--- src/rtl/tkrl_pkg.sv ---
`timescale 1ns / 1ps
// ----------------------------------------------------------------------------
// tkrl_pkg
// Shared types, constants and the ranking compare for the ranked list.
// ----------------------------------------------------------------------------
package tkrl_pkg;

  localparam int MAX_RECORDS  = 16;
  localparam int PAYLOAD_BITS = 32;
  localparam int KEY_W        = 16;
  localparam int SCORE_W      = 10;
  localparam int CMD_W        = 2;
  localparam int RANK_W       = $clog2(MAX_RECORDS);
  localparam int CNT_W        = $clog2(MAX_RECORDS + 1);
  localparam int LIMIT_W      = 5;
  localparam int READ_RANK_W  = 4;
  localparam int OUT_PAY_W    = 32;
  localparam int OUT_RANK_W   = 4;
  localparam int OUT_CNT_W    = 5;

  localparam logic [CMD_W-1:0] CMD_MERGE = 2'd0;
  localparam logic [CMD_W-1:0] CMD_READ  = 2'd1;
  localparam logic [CMD_W-1:0] CMD_CLEAR = 2'd2;

  typedef struct packed {
    logic [KEY_W-1:0]        key;
    logic [SCORE_W-1:0]      score;
    logic [PAYLOAD_BITS-1:0] payload;
  } rec_t;

  typedef struct packed {
    logic del_en;
    logic ins_en;
    rec_t cand;
  } cell_ctl_t;

  typedef struct packed {
    logic [OUT_CNT_W-1:0]  entry_count;
    logic                  was_replaced;
    logic                  was_inserted;
    logic [OUT_RANK_W-1:0] insert_rank;
    logic                  read_valid;
    logic [KEY_W-1:0]      read_key;
    logic [SCORE_W-1:0]    read_score;
    logic [OUT_PAY_W-1:0]  read_payload;
  } res_t;

  function automatic logic beats(input rec_t a, input rec_t b);
    logic r;
    if (a.score != b.score) begin
      r = a.score > b.score;
    end else begin
      r = a.key < b.key;
    end
    return r;
  endfunction

endpackage

--- src/rtl/tkrl_item_if.sv ---
`timescale 1ns / 1ps
// ----------------------------------------------------------------------------
// tkrl_item_if
// Input channel: command word with record fields and read rank.
// ----------------------------------------------------------------------------
interface tkrl_item_if;
  logic                                valid;
  logic                                ready;
  logic [tkrl_pkg::CMD_W-1:0]          command;
  logic [tkrl_pkg::KEY_W-1:0]          entry_key;
  logic [tkrl_pkg::SCORE_W-1:0]        entry_score;
  logic                                entry_excluded;
  logic [tkrl_pkg::PAYLOAD_BITS-1:0]   entry_payload;
  logic [tkrl_pkg::READ_RANK_W-1:0]    read_rank;

  modport source (
    output valid, command, entry_key, entry_score, entry_excluded, entry_payload,
           read_rank,
    input  ready
  );

  modport sink (
    input  valid, command, entry_key, entry_score, entry_excluded, entry_payload,
           read_rank,
    output ready
  );
endinterface

--- src/rtl/tkrl_res_if.sv ---
`timescale 1ns / 1ps
// ----------------------------------------------------------------------------
// tkrl_res_if
// Result channel: list status, merge outcome and read data.
// ----------------------------------------------------------------------------
interface tkrl_res_if;
  logic                               valid;
  logic                               ready;
  logic [tkrl_pkg::OUT_CNT_W-1:0]     entry_count;
  logic                               was_replaced;
  logic                               was_inserted;
  logic [tkrl_pkg::OUT_RANK_W-1:0]    insert_rank;
  logic                               read_valid;
  logic [tkrl_pkg::KEY_W-1:0]         read_key;
  logic [tkrl_pkg::SCORE_W-1:0]       read_score;
  logic [tkrl_pkg::OUT_PAY_W-1:0]     read_payload;

  modport source (
    output valid, entry_count, was_replaced, was_inserted, insert_rank, read_valid,
           read_key, read_score, read_payload,
    input  ready
  );

  modport sink (
    input  valid, entry_count, was_replaced, was_inserted, insert_rank, read_valid,
           read_key, read_score, read_payload,
    output ready
  );
endinterface

--- src/rtl/tkrl_cell.sv ---
`timescale 1ns / 1ps
// ----------------------------------------------------------------------------
// tkrl_cell
// One ranked place: holds a record, closes the gap on removal, opens one on
// insertion.
// ----------------------------------------------------------------------------
module tkrl_cell (
  input  logic                  clk_i,
  input  tkrl_pkg::cell_ctl_t   ctl_i,
  input  logic                  valid_i,
  input  tkrl_pkg::rec_t        prev_rec_i,
  input  tkrl_pkg::rec_t        next_rec_i,
  input  logic                  found_i,
  input  logic                  pos_i,
  output tkrl_pkg::rec_t        rec_o,
  output logic                  found_o,
  output logic                  pos_o
);

  tkrl_pkg::rec_t rec_q;
  tkrl_pkg::rec_t rec_d;

  assign found_o = found_i | (valid_i & (rec_q.key == ctl_i.cand.key));
  assign pos_o   = ~valid_i | tkrl_pkg::beats(ctl_i.cand, rec_q);
  assign rec_o   = rec_q;

  always_comb begin
    rec_d = rec_q;
    if (ctl_i.del_en && found_o) begin
      rec_d = next_rec_i;
    end else if (ctl_i.ins_en && pos_i) begin
      rec_d = prev_rec_i;
    end else if (ctl_i.ins_en && pos_o) begin
      rec_d = ctl_i.cand;
    end
  end

  always_ff @(posedge clk_i) begin
    rec_q <= rec_d;
  end

endmodule

--- src/rtl/top_k_ranked_list_with_replace.sv ---
`timescale 1ns / 1ps
// ----------------------------------------------------------------------------
// top_k_ranked_list_with_replace
// Best-first list of scored records kept in a row of sixteen cells.
// ----------------------------------------------------------------------------
// A merge word is worked in a removal step and an insert step: in the cycle
// it is accepted the cell row drops any record with the same key and closes
// the gap, and in the next cycle the row opens a place and writes the new
// record, each cell taking its neighbour's record. Read, clear and unknown
// commands, and merges while list_limit is zero, finish when accepted.
// One word is worked on at a time; a word is accepted only while the result
// register is free or being emptied. The list needs no clearing after reset.
// Write list_limit only while no word is in flight.
module top_k_ranked_list_with_replace (
  input  logic                          clk_i,
  input  logic                          rst_ni,
  input  logic                          cfg_we_i,
  input  logic [tkrl_pkg::LIMIT_W-1:0]  cfg_wdata_i,
  tkrl_item_if.sink                     items_i,
  tkrl_res_if.source                    results_o
);

  localparam int          N        = tkrl_pkg::MAX_RECORDS;
  localparam int          CW       = tkrl_pkg::CNT_W;
  localparam logic        ST_IDLE  = 1'b0;
  localparam logic        ST_INS   = 1'b1;
  localparam logic [CW-1:0] MAX_CNT = CW'(N);

  logic                          state_q, state_d;
  logic [tkrl_pkg::LIMIT_W-1:0]  limit_q;
  logic [CW-1:0]                 count_q, count_d;
  tkrl_pkg::rec_t                item_q;
  logic                          excl_q;
  logic                          repl_q;
  tkrl_pkg::res_t                res_q, res_d;
  logic                          res_valid_q, res_valid_d;

  logic [CW-1:0]                 lim_eff;
  logic [CW-1:0]                 cnt_trunc;
  logic [CW-1:0]                 cnt_view;
  logic                          accept;
  logic                          merge_acc;
  logic                          produce;
  logic                          res_free;
  tkrl_pkg::rec_t                port_rec;
  tkrl_pkg::cell_ctl_t           ctl;
  logic [CW-1:0]                 at;
  logic                          ins_ok;

  tkrl_pkg::rec_t                rec_w   [N];
  logic [N-1:0]                  valid_w;
  logic [N-1:0]                  found_w;
  logic [N-1:0]                  pos_w;
  tkrl_pkg::rec_t                rd_rec;

  assign lim_eff   = (CW'(limit_q) > MAX_CNT) ? MAX_CNT : CW'(limit_q);
  assign cnt_trunc = (count_q > lim_eff) ? lim_eff : count_q;
  assign cnt_view  = (state_q == ST_IDLE) ? cnt_trunc : count_q;

  assign res_free       = ~res_valid_q | results_o.ready;
  assign items_i.ready  = (state_q == ST_IDLE) & res_free;
  assign accept         = items_i.valid & items_i.ready;
  assign merge_acc      = accept & (items_i.command == tkrl_pkg::CMD_MERGE)
                          & (lim_eff != '0);

  assign port_rec.key     = items_i.entry_key;
  assign port_rec.score   = items_i.entry_score;
  assign port_rec.payload = items_i.entry_payload;

  // insertion point: first place the candidate beats or that is empty
  always_comb begin
    at = MAX_CNT;
    for (int i = N - 1; i >= 0; i--) begin
      if (pos_w[i]) begin
        at = CW'(i);
      end
    end
  end

  assign ins_ok      = (state_q == ST_INS) & ~excl_q & (at < lim_eff);
  assign ctl.del_en  = merge_acc;
  assign ctl.ins_en  = ins_ok;
  assign ctl.cand    = (state_q == ST_INS) ? item_q : port_rec;

  for (genvar g = 0; g < N; g++) begin : g_cell
    assign valid_w[g] = CW'(g) < cnt_view;

    tkrl_cell u_cell (
      .clk_i      (clk_i),
      .ctl_i      (ctl),
      .valid_i    (valid_w[g]),
      .prev_rec_i ((g == 0) ? ctl.cand : rec_w[(g == 0) ? 0 : g - 1]),
      .next_rec_i ((g == N - 1) ? rec_w[g] : rec_w[(g == N - 1) ? g : g + 1]),
      .found_i    ((g == 0) ? 1'b0 : found_w[(g == 0) ? 0 : g - 1]),
      .pos_i      ((g == 0) ? 1'b0 : pos_w[(g == 0) ? 0 : g - 1]),
      .rec_o      (rec_w[g]),
      .found_o    (found_w[g]),
      .pos_o      (pos_w[g])
    );
  end

  assign rd_rec = rec_w[items_i.read_rank[tkrl_pkg::RANK_W-1:0]];

  always_comb begin
    state_d     = state_q;
    count_d     = count_q;
    res_d       = res_q;
    produce     = 1'b0;
    res_valid_d = res_valid_q & ~results_o.ready;

    if (state_q == ST_INS) begin
      if (ins_ok && (count_q < lim_eff)) begin
        count_d = count_q + CW'(1);
      end
      produce            = 1'b1;
      res_d              = '0;
      res_d.entry_count  = tkrl_pkg::OUT_CNT_W'(count_d);
      res_d.was_replaced = repl_q;
      res_d.was_inserted = ins_ok;
      res_d.insert_rank  = ins_ok ? tkrl_pkg::OUT_RANK_W'(at) : '0;
      state_d            = ST_IDLE;
    end else if (merge_acc) begin
      count_d = cnt_trunc - CW'(found_w[N-1]);
      state_d = ST_INS;
    end else if (accept) begin
      produce = 1'b1;
      res_d   = '0;
      case (items_i.command)
        tkrl_pkg::CMD_READ: begin
          if (CW'(items_i.read_rank) < count_q) begin
            res_d.read_valid   = 1'b1;
            res_d.read_key     = rd_rec.key;
            res_d.read_score   = rd_rec.score;
            res_d.read_payload = tkrl_pkg::OUT_PAY_W'(rd_rec.payload);
          end
        end
        tkrl_pkg::CMD_CLEAR: begin
          count_d = '0;
        end
        default: begin
        end
      endcase
      res_d.entry_count = tkrl_pkg::OUT_CNT_W'(count_d);
    end

    if (produce) begin
      res_valid_d = 1'b1;
    end
  end

  always_ff @(posedge clk_i or negedge rst_ni) begin
    if (!rst_ni) begin
      state_q     <= ST_IDLE;
      count_q     <= '0;
      limit_q     <= tkrl_pkg::LIMIT_W'(N);
      res_valid_q <= 1'b0;
    end else begin
      state_q     <= state_d;
      count_q     <= count_d;
      res_valid_q <= res_valid_d;
      if (cfg_we_i) begin
        limit_q <= cfg_wdata_i;
      end
    end
  end

  always_ff @(posedge clk_i) begin
    if (merge_acc) begin
      item_q <= port_rec;
      excl_q <= items_i.entry_excluded;
      repl_q <= found_w[N-1];
    end
    if (produce) begin
      res_q <= res_d;
    end
  end

  assign results_o.valid        = res_valid_q;
  assign results_o.entry_count  = res_q.entry_count;
  assign results_o.was_replaced = res_q.was_replaced;
  assign results_o.was_inserted = res_q.was_inserted;
  assign results_o.insert_rank  = res_q.insert_rank;
  assign results_o.read_valid   = res_q.read_valid;
  assign results_o.read_key     = res_q.read_key;
  assign results_o.read_score   = res_q.read_score;
  assign results_o.read_payload = res_q.read_payload;

  a_count_bound: assert property (@(posedge clk_i) disable iff (!rst_ni)
    count_q <= MAX_CNT)
    else $error("record count above depth");

  a_ins_slot_free: assert property (@(posedge clk_i) disable iff (!rst_ni)
    (state_q == ST_INS) |-> !res_valid_q)
    else $error("insert step with result register occupied");

  a_rank_in_list: assert property (@(posedge clk_i) disable iff (!rst_ni)
    (res_valid_q && res_q.was_inserted) |->
      (tkrl_pkg::OUT_CNT_W'(res_q.insert_rank) < res_q.entry_count))
    else $error("insert rank outside held records");

  a_merge_then_ins: assert property (@(posedge clk_i) disable iff (!rst_ni)
    merge_acc |=> (state_q == ST_INS))
    else $error("merge word did not reach insert step");

endmodule
--- src/flat_wrapper.sv ---
// flat-port wrapper written by rule: the top's interface ports become plain ports
module top_k_ranked_list_with_replace_flat 
  (clk_i, rst_ni, cfg_we_i, cfg_wdata_i, items_i_valid, items_i_command, items_i_entry_key, items_i_entry_score, items_i_entry_excluded, items_i_entry_payload, items_i_read_rank, items_i_ready, results_o_valid, results_o_entry_count, results_o_was_replaced, results_o_was_inserted, results_o_insert_rank, results_o_read_valid, results_o_read_key, results_o_read_score, results_o_read_payload, results_o_ready);
  tkrl_item_if items_i_i ();
  tkrl_res_if results_o_i ();
  input  logic clk_i;
  input  logic rst_ni;
  input  logic cfg_we_i;
  input  logic [tkrl_pkg::LIMIT_W-1:0] cfg_wdata_i;
  input wire logic [$bits(items_i_i.valid)-1:0] items_i_valid;
  input wire logic [$bits(items_i_i.command)-1:0] items_i_command;
  input wire logic [$bits(items_i_i.entry_key)-1:0] items_i_entry_key;
  input wire logic [$bits(items_i_i.entry_score)-1:0] items_i_entry_score;
  input wire logic [$bits(items_i_i.entry_excluded)-1:0] items_i_entry_excluded;
  input wire logic [$bits(items_i_i.entry_payload)-1:0] items_i_entry_payload;
  input wire logic [$bits(items_i_i.read_rank)-1:0] items_i_read_rank;
  output wire logic [$bits(items_i_i.ready)-1:0] items_i_ready;
  output wire logic [$bits(results_o_i.valid)-1:0] results_o_valid;
  output wire logic [$bits(results_o_i.entry_count)-1:0] results_o_entry_count;
  output wire logic [$bits(results_o_i.was_replaced)-1:0] results_o_was_replaced;
  output wire logic [$bits(results_o_i.was_inserted)-1:0] results_o_was_inserted;
  output wire logic [$bits(results_o_i.insert_rank)-1:0] results_o_insert_rank;
  output wire logic [$bits(results_o_i.read_valid)-1:0] results_o_read_valid;
  output wire logic [$bits(results_o_i.read_key)-1:0] results_o_read_key;
  output wire logic [$bits(results_o_i.read_score)-1:0] results_o_read_score;
  output wire logic [$bits(results_o_i.read_payload)-1:0] results_o_read_payload;
  input wire logic [$bits(results_o_i.ready)-1:0] results_o_ready;
  assign items_i_i.valid = items_i_valid;
  assign items_i_i.command = items_i_command;
  assign items_i_i.entry_key = items_i_entry_key;
  assign items_i_i.entry_score = items_i_entry_score;
  assign items_i_i.entry_excluded = items_i_entry_excluded;
  assign items_i_i.entry_payload = items_i_entry_payload;
  assign items_i_i.read_rank = items_i_read_rank;
  assign items_i_ready = items_i_i.ready;
  assign results_o_valid = results_o_i.valid;
  assign results_o_entry_count = results_o_i.entry_count;
  assign results_o_was_replaced = results_o_i.was_replaced;
  assign results_o_was_inserted = results_o_i.was_inserted;
  assign results_o_insert_rank = results_o_i.insert_rank;
  assign results_o_read_valid = results_o_i.read_valid;
  assign results_o_read_key = results_o_i.read_key;
  assign results_o_read_score = results_o_i.read_score;
  assign results_o_read_payload = results_o_i.read_payload;
  assign results_o_i.ready = results_o_ready;
  top_k_ranked_list_with_replace u_core (.clk_i(clk_i), .rst_ni(rst_ni), .cfg_we_i(cfg_we_i), .cfg_wdata_i(cfg_wdata_i), .items_i(items_i_i), .results_o(results_o_i));
endmodule
--- config.mk ---
export PLATFORM = sky130hd
export DESIGN_NAME = top_k_ranked_list_with_replace_flat
export DESIGN_NICKNAME = d
export VERILOG_FILES = /design/src/rtl/tkrl_pkg.sv /design/src/rtl/tkrl_item_if.sv /design/src/rtl/tkrl_res_if.sv /design/src/rtl/tkrl_cell.sv /design/src/rtl/top_k_ranked_list_with_replace.sv /design/src/flat_wrapper.sv
export SDC_FILE = /design/constraint.sdc
export NUM_CORES = 2
export LEC_CHECK = 0
export ABC_CLOCK_PERIOD_IN_PS = 17070
export BUFFER_PORTS_ARGS = -buffer_cell sky130_fd_sc_hd__buf_2
export CAP_MARGIN = 0
export CORE_UTILIZATION = 45
export CTS_CLUSTER_SIZE = 30
export DETAILED_ROUTE_END_ITERATION = 10
export HOLD_SLACK_MARGIN = 0.05
export SLEW_MARGIN = 20
export SYNTH_ARGS = -nofsm -noshare
export SYNTH_HDL_FRONTEND = slang
export SYNTH_SLANG_ARGS = --single-unit
--- constraint.sdc ---
create_clock -name clk_i -period 17.07 [get_ports clk_i]
set_input_delay 0.8535 -clock clk_i [delete_from_list [all_inputs] [get_ports clk_i]]
set_output_delay 0.8535 -clock clk_i [all_outputs]
set_load 0.02 [all_outputs]
[Word-level counts from Yosys, hierarchy flattened]
Cells that the tools add are included.
Operators by class
  equal/unequal tests: 35
  reduce and logical (&&, ||, !) cells: 55
  order comparisons: 54
  add/subtract/negate cells: 2
  muxes and demuxes: 102
  bitwise logic cells: 77
Operators by type and width (number)
  $mux W58: 49
  $eq A16 B16 Y1: 16
  $lt A16 B16 Y1: 16
  $bmux W58 S4: 1
  $mux W70: 3
  $gt A10 B10 Y1: 16
  $ne A10 B10 Y1: 16
  $mux W5: 24
  $mux W59: 2
  $reduce_bool A3 Y1: 15
  $lt A4 B5 Y1 const A: 8
  $logic_and A1 B1 Y1: 33
  $or A1 B1 Y1: 32
  $and A1 B1 Y1: 23
  $mux W1: 22
  $not A1 Y1: 21
  $lt A3 B5 Y1 const A: 4
  $lt A1 B5 Y1 const A: 2
  $lt A2 B5 Y1 const A: 2
  $lt A5 B5 Y1: 2
  $reduce_bool A2 Y1: 3
  $add A5 B1 Y5 const B: 1
  $ge A5 B5 Y1 const B: 1
  $gt A5 B5 Y1: 1
  other kinds (12): 12
Storage, ports and cells
  input port bits: 75
  register bits: 1070
  logic and storage cells: 390

[Longest topological paths before layout]
  depth in word-level cells: 30
  depth in mapped cells: 30

[Cells and area by module]
From an unflattened synthesis, not the netlist that was laid out.
Unflattened totals
  cell total of the unflattened synthesis: 5394
  area total of the unflattened synthesis: 76374.5 um^2
Modules (own cells, without submodules)
  tkrl_cell (u_core.g_cell[0].u_cell ...): instances 12, cells each 284, area an instance 3926.3 um^2, seq. area each 1741.7 um^2
  tkrl_cell (u_core.g_cell[6].u_cell ...): instances 4, cells each 286, area an instance 3948.8 um^2, seq. area each 1741.7 um^2
  top_k_ranked_list_with_replace: instances 1, cells each 842, area an instance 13464.2 um^2, seq. area each 4205.3 um^2

[Worst setup path after synthesis]
OpenSTA, ideal clock, no wires.
  kind: reg-to-reg
  from: register u_core.state_q
  to: register u_core.g_cell[3].u_cell.rec_q (netlist bit u_core.g_cell[3].u_cell.rec_o[0]) (enable)
  slack: 6.109 ns
  path buffers: 5
  library setup time: 0.554 ns
  data arrival time: 10.407 ns
  data required time: 16.516 ns
  cell stages (with the launch flop): 26
  cell sequence: dfrtp_1 buf_2 clkbuf_1 clkbuf_1 mux2_2 buf_1 ha_1 a21o_1 a21o_1 a21oi_1 o211a_1 o22ai_1 or2_1 or2_2 nor3_1 o31ai_1 and2_1 ha_1 a21o_1 a21o_1 a2111oi_0 and2_1 a21boi_2 nor3_2 clkbuf_1 o21ai_0
Between the ends
  word-level cells in the longest chain between the ends: 24
  elaborated cells between the ends (all ways): 153
RTL lines
  start, declared: line top_k_ranked_list_with_replace.sv:29  | logic state_q, state_d;
  start signal, assigned: line top_k_ranked_list_with_replace.sv:158  | state_q <= state_d;
  $mux W58 or $mux W5 (tied branches): line top_k_ranked_list_with_replace.sv:83, top_k_ranked_list_with_replace.sv:58
  $lt A16 B16 Y1 (tied with other cells): line tkrl_pkg.sv:53  | r = a.key < b.key;
  $mux W1 or $not A1 Y1 (tied branches): line tkrl_pkg.sv:50, tkrl_cell.sv:24
  $or A1 B1 Y1: line tkrl_cell.sv:24  | assign pos_o = ~valid_i | tkrl_pkg::beats(ctl_i.cand, rec_q);
  $mux W5 (15 in a row): line top_k_ranked_list_with_replace.sv:74  | if (pos_w[i]) begin
  $mux W5 *: line top_k_ranked_list_with_replace.sv:74
  named net u_core.at[2]: line top_k_ranked_list_with_replace.sv:47  | logic [CW-1:0] at;
  $lt A5 B5 Y1 *: line top_k_ranked_list_with_replace.sv:80  | assign ins_ok = (state_q == ST_INS) & ~excl_q & (at < lim_eff);
  $and A1 B1 Y1 *: line top_k_ranked_list_with_replace.sv:80
  $logic_and A1 B1 Y1, on equally long branches: line tkrl_cell.sv:33, tkrl_cell.sv:31
  $reduce_bool A3 Y1 (no line) *
  end signal, assigned: line tkrl_cell.sv:39  | rec_q <= rec_d;
  end, declared: line tkrl_cell.sv:20  | tkrl_pkg::rec_t rec_q;
Mark *: on every way through the listed nets, which the timed path passes. The rest lies on a longest branch.
A chain may end at the register's enable or synchronous reset.

[Worst setup path after layout]
  from: register u_core.state_q
  to: register u_core.g_cell[14].u_cell.rec_q (netlist bit u_core.g_cell[14].u_cell.rec_o[11]) (enable)
Between the ends
  word-level cells in the longest chain between the ends: 24
  elaborated cells between the ends (all ways): 186
RTL lines (line)
  $mux W58 or $mux W5 (tied branches): top_k_ranked_list_with_replace.sv:83, top_k_ranked_list_with_replace.sv:58
  $lt A16 B16 Y1 (tied with other cells): tkrl_pkg.sv:53
  $mux W1 or $not A1 Y1 (tied branches): tkrl_pkg.sv:50, tkrl_cell.sv:24
  $or A1 B1 Y1: tkrl_cell.sv:24
  $mux W5 (15 in a row): top_k_ranked_list_with_replace.sv:74
  $mux W5 *: top_k_ranked_list_with_replace.sv:74
  named net u_core.at[2]: top_k_ranked_list_with_replace.sv:47
  $lt A5 B5 Y1 *: top_k_ranked_list_with_replace.sv:80
  $and A1 B1 Y1 *: top_k_ranked_list_with_replace.sv:80
  $logic_and A1 B1 Y1, on equally long branches: tkrl_cell.sv:33, tkrl_cell.sv:31
  $reduce_bool A3 Y1 (no line) *
  end signal, assigned: tkrl_cell.sv:39
  end, declared: tkrl_cell.sv:20
Marked as above.

==> impl_metrics.json <==
{
  "vdd_drop_max_uv": 107,
  "drt-wirelength-per-cell_microns": 31.4,
  "finalPower_w": 0.00770,
  "grt_pass1_wl_microns": 378000,
  "synthCells": 6301,
  "gr-total-overflow": 0,
  "std_cell_rows": 145,
  "power.leakage_nw": 33.8,
  "io_buffers": 146,
  "yosysWarnings": 0,
  "drive_gt1_frac": 0.152,
  "layout_common_cells": "edfxtp_1 (1058), a21oi_1 (990), nor2_1 (884)",
  "die_x_microns": 399,
  "avgSynthCellArea_sq_um": 11.3,
  "cp-start-kind": "flip-flop",
  "drt-total-wl_microns": 264000,
  "finalCriticalPeriod_ps": 10490,
  "worst_setup_path_end_kind": "flip-flop",
  "firstDrtPassIters": 8,
  "final_common_cell": "edfxtp_1",
  "post-dp-hpwl_microns": 163000,
  "worst_slack_ps": 6580,
  "syn_area_sq_mm": 0.0709,
  "grt_pass1_vias": 52760,
  "via_per_inst": 6.55,
  "critPathKind": "reg2reg",
  "final_hold_viol_count": 0,
  "pre_cts_slack_ps": 6850,
  "tightest_slew_ps": 1240,
  "design.core.area_sq_mm": 0.156,
  "ys_ff_latch": 1070,
  "die-area_sq_mm": 0.159,
  "slew-limit-headroom": 0.171,
  "clkSlewWorstSetupHoldPaths_ps": 60,
  "clockBufferDepth": 3,
  "postCtsSetupBuffers": 0,
  "power_per_cell_area_mw_per_mm2": 98.9,
  "cts_tree": "yes",
  "drc": 0,
  "finalSetupViolations": 0,
  "ys_seq_area_frac": 0.452,
  "rsz0062_at_grt": "false",
  "num-nets-final": 6763,
  "io-pin-count": 147,
  "drv_slew": 0,
  "clock.fmax_mhz": 95.3,
  "grt_usage": 0.328,
  "start_util": 0.454,
  "synth-edff-count": 1058,
  "crit_family": "compound AO/OA/AOI/OAI gates",
  "vias": 55141,
  "tns_ps": 0,
  "insertion_delay_ps": 820,
  "n_fill_cell": 13972,
  "postCtsHoldBufs": 1,
  "crit_required_ps": 17490,
  "critical-path-slowest-cell": "mux2_2",
  "cp_max_fo": 45,
  "maxCapViolations": 0,
  "synth_ff_type": "edfxtp_1",
  "grt_start_max_net_pins": 118,
  "cts-resized-gates": 0,
  "drt_iter0_drc": 7971,
  "place_congestion": 0.967,
  "arrival_ps": 10910,
  "cts_made_buffers": 130,
  "max_stage_delay_ps": 860,
  "hold_path_class": "in2reg",
  "cts-htree-levels": 4,
  "die_h_microns": 399,
  "syn_to_final_growth_pct": 9.79,
  "clock-sinks": 1070,
  "cts_root_buffer": "clkbuf_16",
  "async_flop_share": 0.0112,
  "syn_nets": 6807,
  "synthDistinctLibCells": 87,
  "antenna_found_initial": 17,
  "crit_path_cell_trace": "mux2_2 -> ha_1 -> and2_0 -> a221o_1 -> a221oi_1 -> o21ai_0 -> a41oi_1 -> nor3_1 -> o31ai_1 -> and2_1 -> ha_1 -> a21o_1 -> a21o_1 -> a2111oi_0 -> and2_1 -> a21boi_2 -> nor3_2 -> inv_2 -> buf_4 -> nand2_4 -> nand3_4 -> buf_4",
  "status": "finished clean",
  "crit_buf_inv": 3,
  "finClkSkew_ps": 46.7,
  "timing.final.crit_share": 0.615,
  "final_antenna_net_count": 0
}
-- synthesized netlist by cell type (12+ instances only) --
master	number	share of area
or4_1	12	0.0013
mux2i_1	814	0.11
nor3_1	26	0.0018
nand4_1	73	0.0064
o211ai_1	20	0.0021
mux2_2	156	0.025
nor4_1	13	0.0011
nor2b_1	94	0.0083
edfxtp_1	1058	0.45
o21a_1	22	0.0023
nand3_1	71	0.0050
nor2_1	886	0.047
buf_4	49	0.0052
a21o_1	60	0.0064
inv_1	424	0.022
buf_2	51	0.0036
buf_1	42	0.0022
a21oi_1	991	0.070
mux4_2	290	0.092
o21ai_0	74	0.0052
nand2b_1	25	0.0022
o21ai_1	14	0.00099
nand2_1	87	0.0046
ha_1	431	0.076
a211oi_1	23	0.0024
clkbuf_1	280	0.015
-- registers in the layout (all words and copies together), names as in the netlist, 4 cells and up --
register,cells
u_core.item_q,58
u_core.results_o.insert_rank,4
u_core.count_q,5
u_core.limit_q,5
u_core.results_o.read_key,16
u_core.results_o.read_payload,32
u_core.g_cell.u_cell.rec_o,928
u_core.results_o.read_score,10
u_core.results_o.entry_count,5
-- worst paths after layout --
kind / slack (ps) / depth (start not counted) / end / from
min in group asynchronous: 460 / 2 / u_core.count_q[4] / rst_ni
worst max register to register: 6580 / 22 / u_core.g_cell[14].u_cell.rec_o[11] / u_core.state_q
max in group asynchronous: 16320 / 2 / u_core.limit_q[4] / rst_ni
worst min register to register: 510 / 1 / u_core.results_o.valid / u_core.results_o.valid
worst max-delay path: 6580 / 22 / u_core.g_cell[14].u_cell.rec_o[11] / u_core.state_q
worst min-delay path: 230 / 1 / u_core.excl_q / items_i_entry_excluded
-- area by class of cell --
type / count / area [sq um] / area share
multi-input combinational: 4369 / 35800 / 0.460
tap: 2058 / 2570 / 0.0331
clock inverter: 69 / 741 / 0.00951
sequential: 1070 / 32100 / 0.412
clock buffer: 164 / 3400 / 0.0437
timing repair buffer: 258 / 1660 / 0.0213
inverter: 428 / 1610 / 0.0206
antenna: 4 / 10.0 / 0.000129
-- worst register-to-register path, cell delays in order (launching register included) --
cell	delay (ps)
dfrtp_4	840
mux2_2	900
ha_1	400
and2_0	170
a221o_1	310
a221oi_1	850
o21ai_0	620
a41oi_1	680
nor3_1	150
o31ai_1	130
and2_1	180
ha_1	250
a21o_1	160
a21o_1	170
a2111oi_0	700
and2_1	290
a21boi_2	840
nor3_2	140
inv_2	80
buf_4	440
nand2_4	570
nand3_4	470
buf_4	720
-- metrics by stage --
stage | area [sq um] | utilization | hold slack, ps | instances
2_1_floorplan | 70900 | - | 496 | 6301
3_3_place_gp | 73700 | 0.471 | 499 | 8181
3_5_place_dp | 73700 | 0.471 | 494 | 8181
4_1_cts | 77800 | 0.498 | 178 | 8415
5_1_grt | 77900 | 0.498 | 203 | 8416
6_report | 77900 | 0.498 | 227 | 8420
-- logic make-up after synthesis --
| logic type | count (synthesis) | synth area share |
|---|---|---|
| AOI/OAI and AO/OA | 1326 | 0.105 |
| xor gates and xnor gates | 2 | 0.000247 |
| adders and majority gates | 431 | 0.0760 |
| buffers and inverters | 862 | 0.0504 |
| DFF | 1070 | 0.452 |
| muxes | 1260 | 0.232 |
| and+or+nand+nor | 1350 | 0.0842 |
-- report_power, final --
part | internal [W] | switching, W | total [W]
Combinational | 0.000590 | 0.00104 | 0.00163
Clock | 0.00157 | 0.00122 | 0.00279
Sequential | 0.00313 | 0.000150 | 0.00329
-- routing by layer --
| layer | vias to the layer above | track usage | wire (microns) |
|---|---|---|---|
| met3 | 632 | 0.0842 | 30500 |
| met4 | 22 | 0.139 | 12100 |
| met5 | - | 0.00393 | 213 |
| met1 | 27461 | 0.454 | 107000 |
| li1 | 23494 | - | - |
| met2 | 3532 | 0.486 | 114000 |
Power figures use the tool's default switching activity.
